--- config.mk ---
export PLATFORM = sky130hd
export DESIGN_NAME = dual_periodic_down_timer
export DESIGN_NICKNAME = d
export VERILOG_FILES = /design/src/rtl/core/dpdt_pkg.sv /design/src/rtl/core/dpdt_timer.sv /design/src/rtl/core/dual_periodic_down_timer.sv
export SDC_FILE = /design/constraint.sdc
export NUM_CORES = 1
export LEC_CHECK = 0
export ABC_CLOCK_PERIOD_IN_PS = 2400
export BUFFER_PORTS_ARGS = -buffer_cell sky130_fd_sc_hd__buf_2
export CORE_AREA = 5 5 222 181
export DETAILED_ROUTE_END_ITERATION = 6
export DIE_AREA = 0 0 227 186
export GPL_TIMING_DRIVEN = 0
export PLACE_DENSITY = 0.52
export SYNTH_ARGS = -nofsm -noshare
export SYNTH_HDL_FRONTEND = slang
export SYNTH_SLANG_ARGS = --single-unit
--- constraint.sdc ---
create_clock -name clock -period 2.4 [get_ports clock]
set_input_delay 0.12 -clock clock [delete_from_list [all_inputs] [get_ports clock]]
set_output_delay 0.12 -clock clock [all_outputs]
set_load 0.005 [all_outputs]
--- src/rtl/core/dpdt_pkg.sv ---
`default_nettype none

package dpdt_pkg;

   // field widths
   localparam int unsigned OP_W    = 2;
   localparam int unsigned REG_W   = 3;
   localparam int unsigned DATA_W  = 32;
   localparam int unsigned CTL_W   = 8;
   localparam int unsigned PRESC_W = 8;

   // number of timer slots addressable by the select bit
   localparam int unsigned TIMER_SLOTS = 2;

   // operation codes
   localparam logic [OP_W-1:0] OP_TICK  = 2'd0;
   localparam logic [OP_W-1:0] OP_READ  = 2'd1;
   localparam logic [OP_W-1:0] OP_WRITE = 2'd2;

   // register word indexes
   localparam logic [REG_W-1:0] REG_LOAD   = 3'd0;
   localparam logic [REG_W-1:0] REG_VALUE  = 3'd1;
   localparam logic [REG_W-1:0] REG_CTRL   = 3'd2;
   localparam logic [REG_W-1:0] REG_CLEAR  = 3'd3;
   localparam logic [REG_W-1:0] REG_RAW    = 3'd4;
   localparam logic [REG_W-1:0] REG_MASKED = 3'd5;
   localparam logic [REG_W-1:0] REG_BGLOAD = 3'd6;

   // control bit positions
   localparam int unsigned CTL_ENABLE   = 7;
   localparam int unsigned CTL_PERIODIC = 6;
   localparam int unsigned CTL_INTEN    = 5;
   localparam int unsigned CTL_PRE_HI   = 3;
   localparam int unsigned CTL_PRE_LO   = 2;
   localparam int unsigned CTL_WIDE     = 1;
   localparam int unsigned CTL_ONESHOT  = 0;

   localparam logic [CTL_W-1:0] CTL_WRITABLE = 8'hEF;
   localparam logic [CTL_W-1:0] CTL_RESET    = 8'h20;

   // prescaler codes and their last count
   localparam logic [1:0] PRE_DIV16  = 2'd1;
   localparam logic [1:0] PRE_DIV256 = 2'd2;
   localparam logic [PRESC_W-1:0] PRESC_LAST16  = 8'd15;
   localparam logic [PRESC_W-1:0] PRESC_LAST256 = 8'd255;

   localparam logic [DATA_W-1:0] MASK_NARROW = 32'h0000_FFFF;
   localparam logic [DATA_W-1:0] MASK_WIDE   = 32'hFFFF_FFFF;

   // command from the item stage to one timer
   typedef struct packed {
      logic                tick;
      logic                write;
      logic [REG_W-1:0]    reg_index;
      logic [DATA_W-1:0]   data;
   } cmd_type;

   // what one timer reports back
   typedef struct packed {
      logic [DATA_W-1:0]   read_data;
      logic                irq;
   } status_type;

endpackage

`default_nettype wire

--- src/rtl/core/dpdt_timer.sv ---
`default_nettype none

module dpdt_timer (
   input  wire logic               clock,
   input  wire logic               reset,
   input  wire dpdt_pkg::cmd_type  cmd,
   output      dpdt_pkg::status_type status
);

   logic [dpdt_pkg::DATA_W-1:0]  load_ff,  load_in;
   logic [dpdt_pkg::DATA_W-1:0]  count_ff, count_in;
   logic [dpdt_pkg::CTL_W-1:0]   ctl_ff,   ctl_in;
   logic                         raw_ff,   raw_in;
   logic [dpdt_pkg::PRESC_W-1:0] presc_ff, presc_in;

   logic [dpdt_pkg::DATA_W-1:0]  width_mask;
   logic [dpdt_pkg::DATA_W-1:0]  cur;
   logic [dpdt_pkg::PRESC_W-1:0] presc_last;
   logic [1:0]                   pre_code;
   logic [dpdt_pkg::DATA_W-1:0]  read_word;

   // width and prescaler decode from current control
   assign pre_code   = ctl_ff[dpdt_pkg::CTL_PRE_HI:dpdt_pkg::CTL_PRE_LO];
   assign width_mask = ctl_ff[dpdt_pkg::CTL_WIDE] ? dpdt_pkg::MASK_WIDE
                                                  : dpdt_pkg::MASK_NARROW;
   assign cur        = count_ff & width_mask;

   always_comb begin
      case (pre_code)
         dpdt_pkg::PRE_DIV16:  presc_last = dpdt_pkg::PRESC_LAST16;
         dpdt_pkg::PRE_DIV256: presc_last = dpdt_pkg::PRESC_LAST256;
         default:              presc_last = '0;
      endcase
   end

   // next state for a tick or a register write
   always_comb begin
      load_in  = load_ff;
      count_in = count_ff;
      ctl_in   = ctl_ff;
      raw_in   = raw_ff;
      presc_in = presc_ff;
      if (cmd.tick && ctl_ff[dpdt_pkg::CTL_ENABLE]) begin
         if (presc_ff < presc_last) begin
            presc_in = presc_ff + 1'b1;
         end else begin
            presc_in = '0;
            if (cur == '0) begin
               if (ctl_ff[dpdt_pkg::CTL_ONESHOT]) begin
                  count_in = '0;
               end else if (ctl_ff[dpdt_pkg::CTL_PERIODIC]) begin
                  count_in = load_ff & width_mask;
               end else begin
                  count_in = width_mask;
               end
            end else begin
               count_in = (cur - 1'b1) & width_mask;
               if (cur == dpdt_pkg::DATA_W'(1)) begin
                  raw_in = 1'b1;
               end
            end
         end
      end else if (cmd.write) begin
         unique case (cmd.reg_index)
            dpdt_pkg::REG_LOAD: begin
               load_in  = cmd.data;
               count_in = cmd.data;
               presc_in = '0;
            end
            dpdt_pkg::REG_CTRL: begin
               ctl_in = cmd.data[dpdt_pkg::CTL_W-1:0] & dpdt_pkg::CTL_WRITABLE;
            end
            dpdt_pkg::REG_CLEAR: begin
               raw_in = 1'b0;
            end
            dpdt_pkg::REG_BGLOAD: begin
               load_in = cmd.data;
            end
            default: begin
            end
         endcase
      end
   end

   always_ff @(posedge clock) begin
      if (reset) begin
         load_ff  <= '0;
         count_ff <= dpdt_pkg::MASK_WIDE;
         ctl_ff   <= dpdt_pkg::CTL_RESET;
         raw_ff   <= 1'b0;
         presc_ff <= '0;
      end else begin
         load_ff  <= load_in;
         count_ff <= count_in;
         ctl_ff   <= ctl_in;
         raw_ff   <= raw_in;
         presc_ff <= presc_in;
      end
   end

   // register read from the state before the item
   always_comb begin
      unique case (cmd.reg_index) inside
         dpdt_pkg::REG_LOAD,
         dpdt_pkg::REG_BGLOAD: read_word = load_ff;
         dpdt_pkg::REG_VALUE:  read_word = cur;
         dpdt_pkg::REG_CTRL:   read_word = dpdt_pkg::DATA_W'(ctl_ff);
         dpdt_pkg::REG_RAW:    read_word = dpdt_pkg::DATA_W'(raw_ff);
         dpdt_pkg::REG_MASKED: read_word =
            dpdt_pkg::DATA_W'(raw_ff & ctl_ff[dpdt_pkg::CTL_INTEN]);
         default:              read_word = '0;
      endcase
   end

   // interrupt as it stands after the item
   assign status = '{
      read_data: read_word,
      irq:       raw_in & ctl_in[dpdt_pkg::CTL_INTEN]
   };

endmodule

`default_nettype wire

--- src/rtl/core/dual_periodic_down_timer.sv ---
// Dual periodic down timer with two identical counters behind a register map.
// Every transfer on the req channel is one item: a clock tick, a register
// read, a register write or a no-op (op 3), with op, timer select and register
// index in req_tuser and the write data in req_tdata. Every item gives exactly one
// transfer on the rsp channel carrying read data (zero unless a read) and the
// masked interrupts of both timers as they stand after the item.
// An accepted item waits in the input register, where the result is formed,
// until the result register is free; that register then takes the result,
// the timers update at the same edge and rsp_tvalid rises. Throughput is one
// item per cycle while the receiver does not stall: the timer update is a single
// decrement and compare per counter, done as the item leaves the input register.
// While the receiver stalls, the result register holds its item and the
// input register holds the next; req_tready drops only when both are full.
// Reset clears both stages and puts each timer at load 0, value all ones,
// control with only interrupt enable set, status and prescaler at zero.
// NUM_TIMERS selects how many timers exist; an absent timer reads as zero,
// ignores writes and never interrupts.
`default_nettype none

module dual_periodic_down_timer #(
   parameter int unsigned NUM_TIMERS = 2
) (
   input  wire logic        clock,
   input  wire logic        reset,
   // request channel
   input  wire logic        req_tvalid,
   output      logic        req_tready,
   input  wire logic [31:0] req_tdata,   // write_data[31:0]
   input  wire logic [5:0]  req_tuser,   // op[1:0], timer_select[2], reg_index[5:3]
   // response channel
   output      logic        rsp_tvalid,
   input  wire logic        rsp_tready,
   output      logic [39:0] rsp_tdata    // read_data[31:0], irq_first[32],
                                         // irq_second[33], irq_any[34], zero[39:35]
);

   localparam int unsigned OUT_W = 40;

   // input stage
   logic                          in_valid_ff, in_valid_in;
   logic [dpdt_pkg::OP_W-1:0]     in_op_ff;
   logic                          in_sel_ff;
   logic [dpdt_pkg::REG_W-1:0]    in_reg_ff;
   logic [dpdt_pkg::DATA_W-1:0]   in_data_ff;

   // result stage
   logic                          out_valid_ff, out_valid_in;
   logic [OUT_W-1:0]              out_data_ff, out_data_in;

   logic                          in_fire;
   logic                          stage_fire;
   logic                          out_free;

   dpdt_pkg::cmd_type             cmd    [dpdt_pkg::TIMER_SLOTS];
   dpdt_pkg::status_type          status [dpdt_pkg::TIMER_SLOTS];

   logic [dpdt_pkg::DATA_W-1:0]   read_data;
   logic                          irq_first;
   logic                          irq_second;

   // handshake
   assign out_free   = !out_valid_ff || rsp_tready;
   assign stage_fire = in_valid_ff && out_free;
   assign req_tready = !in_valid_ff || out_free;
   assign in_fire    = req_tvalid && req_tready;

   assign in_valid_in  = in_fire || (in_valid_ff && !stage_fire);
   assign out_valid_in = stage_fire || (out_valid_ff && !rsp_tready);

   always_ff @(posedge clock) begin
      if (reset) begin
         in_valid_ff  <= 1'b0;
         out_valid_ff <= 1'b0;
      end else begin
         in_valid_ff  <= in_valid_in;
         out_valid_ff <= out_valid_in;
      end
   end

   // payload registers
   always_ff @(posedge clock) begin
      if (in_fire) begin
         in_op_ff   <= req_tuser[1:0];
         in_sel_ff  <= req_tuser[2];
         in_reg_ff  <= req_tuser[5:3];
         in_data_ff <= req_tdata;
      end
      if (stage_fire) begin
         out_data_ff <= out_data_in;
      end
   end

   // timers, absent slots tied off
   for (genvar k = 0; k < dpdt_pkg::TIMER_SLOTS; k++) begin : g_timer
      assign cmd[k] = '{
         tick:      stage_fire && (in_op_ff == dpdt_pkg::OP_TICK),
         write:     stage_fire && (in_op_ff == dpdt_pkg::OP_WRITE)
                    && (in_sel_ff == 1'(k)),
         reg_index: in_reg_ff,
         data:      in_data_ff
      };
      if (k < NUM_TIMERS) begin : g_present
         dpdt_timer u_timer (
            .clock  (clock),
            .reset  (reset),
            .cmd    (cmd[k]),
            .status (status[k])
         );
      end else begin : g_absent
         assign status[k] = '0;
      end
   end

   // result formation
   assign read_data  = (in_op_ff == dpdt_pkg::OP_READ) ? status[in_sel_ff].read_data : '0;
   assign irq_first  = status[0].irq;
   assign irq_second = status[1].irq;

   assign out_data_in = {5'b0, irq_first | irq_second, irq_second, irq_first, read_data};

   assign rsp_tvalid = out_valid_ff;
   assign rsp_tdata  = out_data_ff;

endmodule

`default_nettype wire

# Word level (Yosys, flattened, before mapping)
# Index checks and enable logic that the tools add are counted.
[word_totals] register_bits=235 inputBits=42 out_inout_bits=42 word_cells=140
[classes] addsub=4 n_lt_le_gt_ge=3 eq_ne=16 muxes=47 n_bitwise=15 reduce_logical=35
[op_table] cell="$mux 32" n=15
[op_table] cell="$pmux 32 s5" n=2
[op_table] cell="$and 32x32->32" n=6
[op_table] cell="$mux 33" n=3
[op_table] cell="$eq 32x1->1 const B" n=2
[op_table] cell="$logic_not 32->1" n=2
[op_table] cell="$sub 32x1->32 const B" n=2
[op_table] cell="$mux 8" n=7
[op_table] cell="$mux 6" n=6
[op_table] cell="$pmux 8 s2" n=2
[op_table] cell="$reduce_and 3->1" n=6
[op_table] cell="$add 8x1->8 const B" n=2
[op_table] cell="$lt 8x8->1" n=2
[op_table] cell="$mux 1" n=12
[op_table] cell="$logic_and 1x1->1" n=10
[op_table] cell="$eq 3x3->1 const B" n=3
[op_table] cell="$reduce_bool 2->1" n=4
[op_table] cell="$eq 2x1->1 const B" n=3
[op_table] cell="$eq 2x2->1 const B" n=3
[op_table] cell="$eq 3x2->1 const B" n=2
[op_table] cell="$and 1x1->1" n=4
[op_table] cell="$logic_not 1->1" n=4
[op_table] cell="$logic_or 1x1->1" n=4
[op_table] cell="$ne 2x2->1 const B" n=2
[op_table] cell="other kinds (9)" n=12

# Logic depth before layout (Yosys ltp)
[logic_depth] ltp_word=11 mapped_depth=13 ltp_nobuf=10

# Cells and area by module
# A second synthesis with hierarchy kept.
[unflattened] cells_unflattened=1543 hier_area_um2=13176.4
[by_module_without_submodules] mod="dpdt_timer at g_timer[0].g_present.u_timer" instances=1 cells_per_inst=689 area_each_um2=5210.0 seq_area_each_um2=1601.5
[by_module_without_submodules] mod="dpdt_timer at g_timer[1].g_present.u_timer" instances=1 cells_per_inst=688 area_each_um2=5057.4 seq_area_each_um2=1601.5
[by_module_without_submodules] mod="dual_periodic_down_timer" instances=1 cells_per_inst=166 area_each_um2=2909.0 seq_area_each_um2=2232.1

# Worst setup path after synthesis
# OpenSTA, ideal clock, no wires.
[synth_path] kind="flip-flop to flip-flop" start="reg g_timer[0].g_present.u_timer.ctl_ff[2] (netlist name)" end="reg g_timer[0].g_present.u_timer.count_ff[23] (netlist name)" arrival_ps=2466 required_ps=2278 setup_slack_ps=-188 path_stages_with_launch=13 path_cell_list="dfxtp_1 -> inv_1 -> ha_1 -> inv_1 -> ha_1 -> a21oi_1 -> o21ai_0 -> nand2b_1 -> clkbuf_1 -> o21ai_1 -> nand2_1 -> buf_1 -> o32a_1"
[synth_between] elab_chain_len=5
[synth_rtl] element="from (decl)" line_no="dpdt_timer.sv:12" rtl="logic [dpdt_pkg::CTL_W-1:0] ctl_ff, ctl_in;"
[synth_rtl] element="from (signal assigned)" line_no="dpdt_timer.sv:89" rtl="ctl_ff <= dpdt_pkg::CTL_RESET;"
[synth_rtl] element="from (signal assigned)" line_no="dpdt_timer.sv:95" rtl="ctl_ff <= ctl_in;"
[synth_rtl] element="$eq 2x2->1 / $eq 2x1->1 (equally long branches)" line_no="dpdt_timer.sv:29" rtl="case (pre_code)"
[synth_rtl] element="$pmux 8 s2 (*)" line_no="dpdt_timer.sv:29"
[synth_rtl] element="$lt 8x8->1 (*)" line_no="dpdt_timer.sv:44" rtl="if (presc_ff < presc_last) begin"
[synth_rtl] element="$ne 2x2->1 (no source line) (*)"
[synth_rtl] element="$reduce_and 3->1 (no source line) (*)"
[synth_rtl] element="to (signal assigned)" line_no="dpdt_timer.sv:88" rtl="count_ff <= dpdt_pkg::MASK_WIDE;"
[synth_rtl] element="to (signal assigned)" line_no="dpdt_timer.sv:94" rtl="count_ff <= count_in;"
[synth_rtl] element="to (decl)" line_no="dpdt_timer.sv:11" rtl="logic [dpdt_pkg::DATA_W-1:0] count_ff, count_in;"
# Mark *: on every way between the ends. The rest lies on a longest branch, timed or not.
# A chain may end at the register's enable or synchronous reset.

# Worst setup path in the final report
[layout_path] start="reg g_timer[1].g_present.u_timer.count_ff[21] (netlist name)" end="reg g_timer[1].g_present.u_timer.count_ff[3] (netlist name)"
[layout_between] elab_chain_len=5
[layout_rtl] element="from (decl)" line_no="dpdt_timer.sv:11"
[layout_rtl] element="from (signal assigned)" line_no="dpdt_timer.sv:88"
[layout_rtl] element="from (signal assigned)" line_no="dpdt_timer.sv:94"
[layout_rtl] element="$and 32x32->32" line_no="dpdt_timer.sv:26" rtl="assign cur = count_ff & width_mask;"
[layout_rtl] element="$logic_not 32->1" line_no="dpdt_timer.sv:48" rtl="if (cur == '0) begin"
[layout_rtl] element="$mux 32" line_no="dpdt_timer.sv:48"
[layout_rtl] element="$mux 32" line_no="dpdt_timer.sv:44"
[layout_rtl] element="$mux 32" line_no="dpdt_timer.sv:43" rtl="if (cmd.tick && ctl_ff[dpdt_pkg::CTL_ENABLE]) begin"
# Every way passes these cells. The select of a mux whose other input is x is not followed.

==> flow_metrics.env <==
export IMPL_outcome="complete, but fails checks"
export IMPL_violations="negative setup slack"
export IMPL_die_x_um=227
export IMPL_fillers=3677
export IMPL_cp_end_kind="flip-flop"
export IMPL_n_antenna_cell=0
export IMPL_cts_root_buf="clkbuf_16"
export IMPL_dieArea_mm2=0.0422
export IMPL_place_hpwl_um=40100
export IMPL_slowest_stage="or4_4"
export IMPL_clk_pin_slew_worst_paths_ns=0.06
export IMPL_cp_slowest_stage_delay_ns=0.55
export IMPL_synth_top_area_share_pct=25.0
export IMPL_slew_headroom_pct=31.7
export IMPL_drtPass1Iterations=5
export IMPL_crit_arrival_ns=2.97
export IMPL_slew_viol_final=0
export IMPL_yosysMostFrequentCell="nand2_1"
export IMPL_drcViolationCount=0
export IMPL_synth_edf_count=73
export IMPL_ys_flop_type="dfxtp_1"
export IMPL_worstSetupPathType="flip-flop to flip-flop"
export IMPL_nets=1845
export IMPL_fmax_ghz=0.401
export IMPL_yosysWarnings=0
export IMPL_fin_util_pct=45.9
export IMPL_min_path_type="input port to flip-flop"
export IMPL_report_final_hold_viol_count=0
export IMPL_htreeDepth=1
export IMPL_grt_antenna_before_repair=0
export IMPL_grt_max_degree=34
export IMPL_critical_path_buf_inv_count=1
export IMPL_syn_inst=1566
export IMPL_total_leakage_power_nw=5.69
export IMPL_fin_crit_sh_pct=104
export IMPL_crit_required_ns=2.87
export IMPL_synth_seq_cells=235
export IMPL_initial_core_util_pct=34.4
export IMPL_drive_gt1_share_pct=25.7
export IMPL_ys_seq_area_share_pct=41.9
export IMPL_synth_area_top_cells="dfxtp_1 25%, edfxtp_1 17%, a21oi_1 6.8%"
export IMPL_postRouteAntennaNets=0
export IMPL_rsz0062_at_grt="yes"
export IMPL_worst_slew_pin_transition_ns=1.02
export IMPL_synthTopCellsByCount="227 x nand2_1, 176 x a21oi_1, 162 x dfxtp_1"
export IMPL_finalWorstSetupSlack_ns=-0.0943
export IMPL_start_kind="flip-flop"
export IMPL_post_place_ws_ns=-1.07
export IMPL_io_pins=84
export IMPL_p_per_area_mw_per_mm2=531
export IMPL_fp_dieH_um=186
export IMPL_vias_per_cell=5.95
export IMPL_hold_slack_ns=0.0428
export IMPL_area_growth_pct=33.5
export IMPL_wire_per_inst_um=24.1
export IMPL_clock_skew_ns=0.0164
export IMPL_grt_pass1_wl_um=82100
export IMPL_grt_usage_pct=25.4
export IMPL_maxCapViolations=0
export IMPL_peakVddDrop_v=0.000581
export IMPL_drtIter0Drc=1449
export IMPL_stdcell_count=2301
export IMPL_synth_area_mm2=0.0130
export IMPL_clk_path_buf_depth=3
export IMPL_tritoncts="built"
export IMPL_rows=64
export IMPL_clk_latency_ns=0.56
export IMPL_numPlacedInstances=2145
export IMPL_grt_overflow_total=0
export IMPL_fin_setup_tns_ns=-0.610
export IMPL_crit_family="simple AND/OR/NAND/NOR gates"
export IMPL_clock_sinks=235
export IMPL_core_area_mm2=0.0377
export IMPL_finalWirelength_um=55300
export IMPL_port_buffers=78
export IMPL_async_flop_share_pct=0
export IMPL_netlist_cell_type_count=79
export IMPL_syn_area_per_cell_um2=8.29
export IMPL_synth_largest_area_cell="dfxtp_1"
export IMPL_first_global_vias=12700
export IMPL_setup_viol_count_final=13
export IMPL_numCtsBuffers=27
export IMPL_place_congestion=0.971
export IMPL_cp_max_fo=7
export IMPL_path_cells="or4_4 > o41ai_4 > nand3b_1 > buf_6 > nor3_4 > nor3_1 > o31ai_1"
export IMPL_vias=13700
export IMPL_min_period_ns=2.49
## final cells by class
type                       instances  area [um^2]  share of cell area, %
multi-input combinational       1155         7850                   45.3
inverter                          46          178                   1.03
sequential                       235         5490                   31.7
tap                              495          619                   3.57
timing repair buffer             213         1650                   9.49
buffer                           107          641                   3.70
clock inverter                    12          139                  0.801
clock buffer                      38          768                   4.43
## state kept, by name, indices dropped and copies added, names as in the netlist
signal,cells
g_timer.g_present.u_timer.presc_ff,16
g_timer.g_present.u_timer.ctl_ff,14
in_valid_ff,1
g_timer.g_present.u_timer.count_ff,64
in_sel_ff,1
g_timer.g_present.u_timer.load_ff,64
g_timer.g_present.u_timer.raw_ff,2
rsp_tvalid,1
in_reg_ff,3
in_op_ff,2
rsp_tdata,35
in_data_ff,32
## through the flow
step	instance area [um^2]	power, mW
finish	17300	9.20
global placement	14000	4.84
detailed placement	14100	4.86
global route	17300	9.47
floorplan	13000	4.57
CTS	16600	9.23
## cells in the final DEF (no fill, tap or decap), drive strengths merged, types with 22 or more instances in the layout
cell / instances
a211oi: 42
nor3: 59
nand3: 36
buf: 193
a221oi: 30
a31oi: 22
nor4: 22
dfxtp: 162
a22oi: 34
dlygate4sd3: 41
o21ai: 61
nand2: 227
clkbuf: 124
nor2: 116
edfxtp: 73
a21oi: 178
inv: 47
xnor2: 23
## final timing paths
check                                                               start                                   endpoint  slack, ns  cells after the start
worst min register to register   g_timer[0].g_present.u_timer.load_ff[23]   g_timer[0].g_present.u_timer.load_ff[23]       0.46                      2
worst max register to register  g_timer[1].g_present.u_timer.count_ff[21]   g_timer[1].g_present.u_timer.count_ff[3]      -0.09                      7
worst max-delay path            g_timer[1].g_present.u_timer.count_ff[21]   g_timer[1].g_present.u_timer.count_ff[3]      -0.09                      7
worst min-delay path                                                reset  g_timer[1].g_present.u_timer.count_ff[28]       0.04                      3
## layer usage
metal	track usage, %	wire [um]	vias to the layer above
met5	0	0	-
met4	5.36	1350	0
met3	4.30	5030	100
met2	39.6	24600	660
met1	37.2	24300	6686
li1	-	-	6236
## where the power goes
| group | switching [mW] | internal, mW | total [mW] |
|---|---|---|---|
| Sequential | 0.117 | 4.17 | 4.29 |
| Clock | 1.75 | 2.55 | 4.29 |
| Combinational | 0.390 | 0.229 | 0.619 |
| Total | 2.26 | 6.95 | 9.20 |
## cell families (layout without fill, tap and decap cells)
family          Yosys count  after routing  share of synthesized area [%]
xor+xnor                 37             37                           2.50
other cells               1              5                         0.0289
mux                       7              7                          0.540
flops                   235            235                           41.9
buf+inv                 180            416                           5.70
compound gates          513            513                           26.4
fa+ha+maj                18             18                           1.73
simple gates            575            575                           21.2
## tightest hold or removal path, cell delays in order
cell	delay (ns)
buf_2	0.15
nor2_1	0.11
a32oi_1	0.18
## what timing repair did
item | in CTS | in global routing
hold buffers | 41 | 0
buffers inserted | 55 | 37
gates resized for setup | 214 | 139
pin swaps | 43 | 71
gates cloned | 0 | 1
setup endpoints to repair | 170 | 161
hold endpoints to repair | 40 | 0
(Power assumes the default switching activity.)
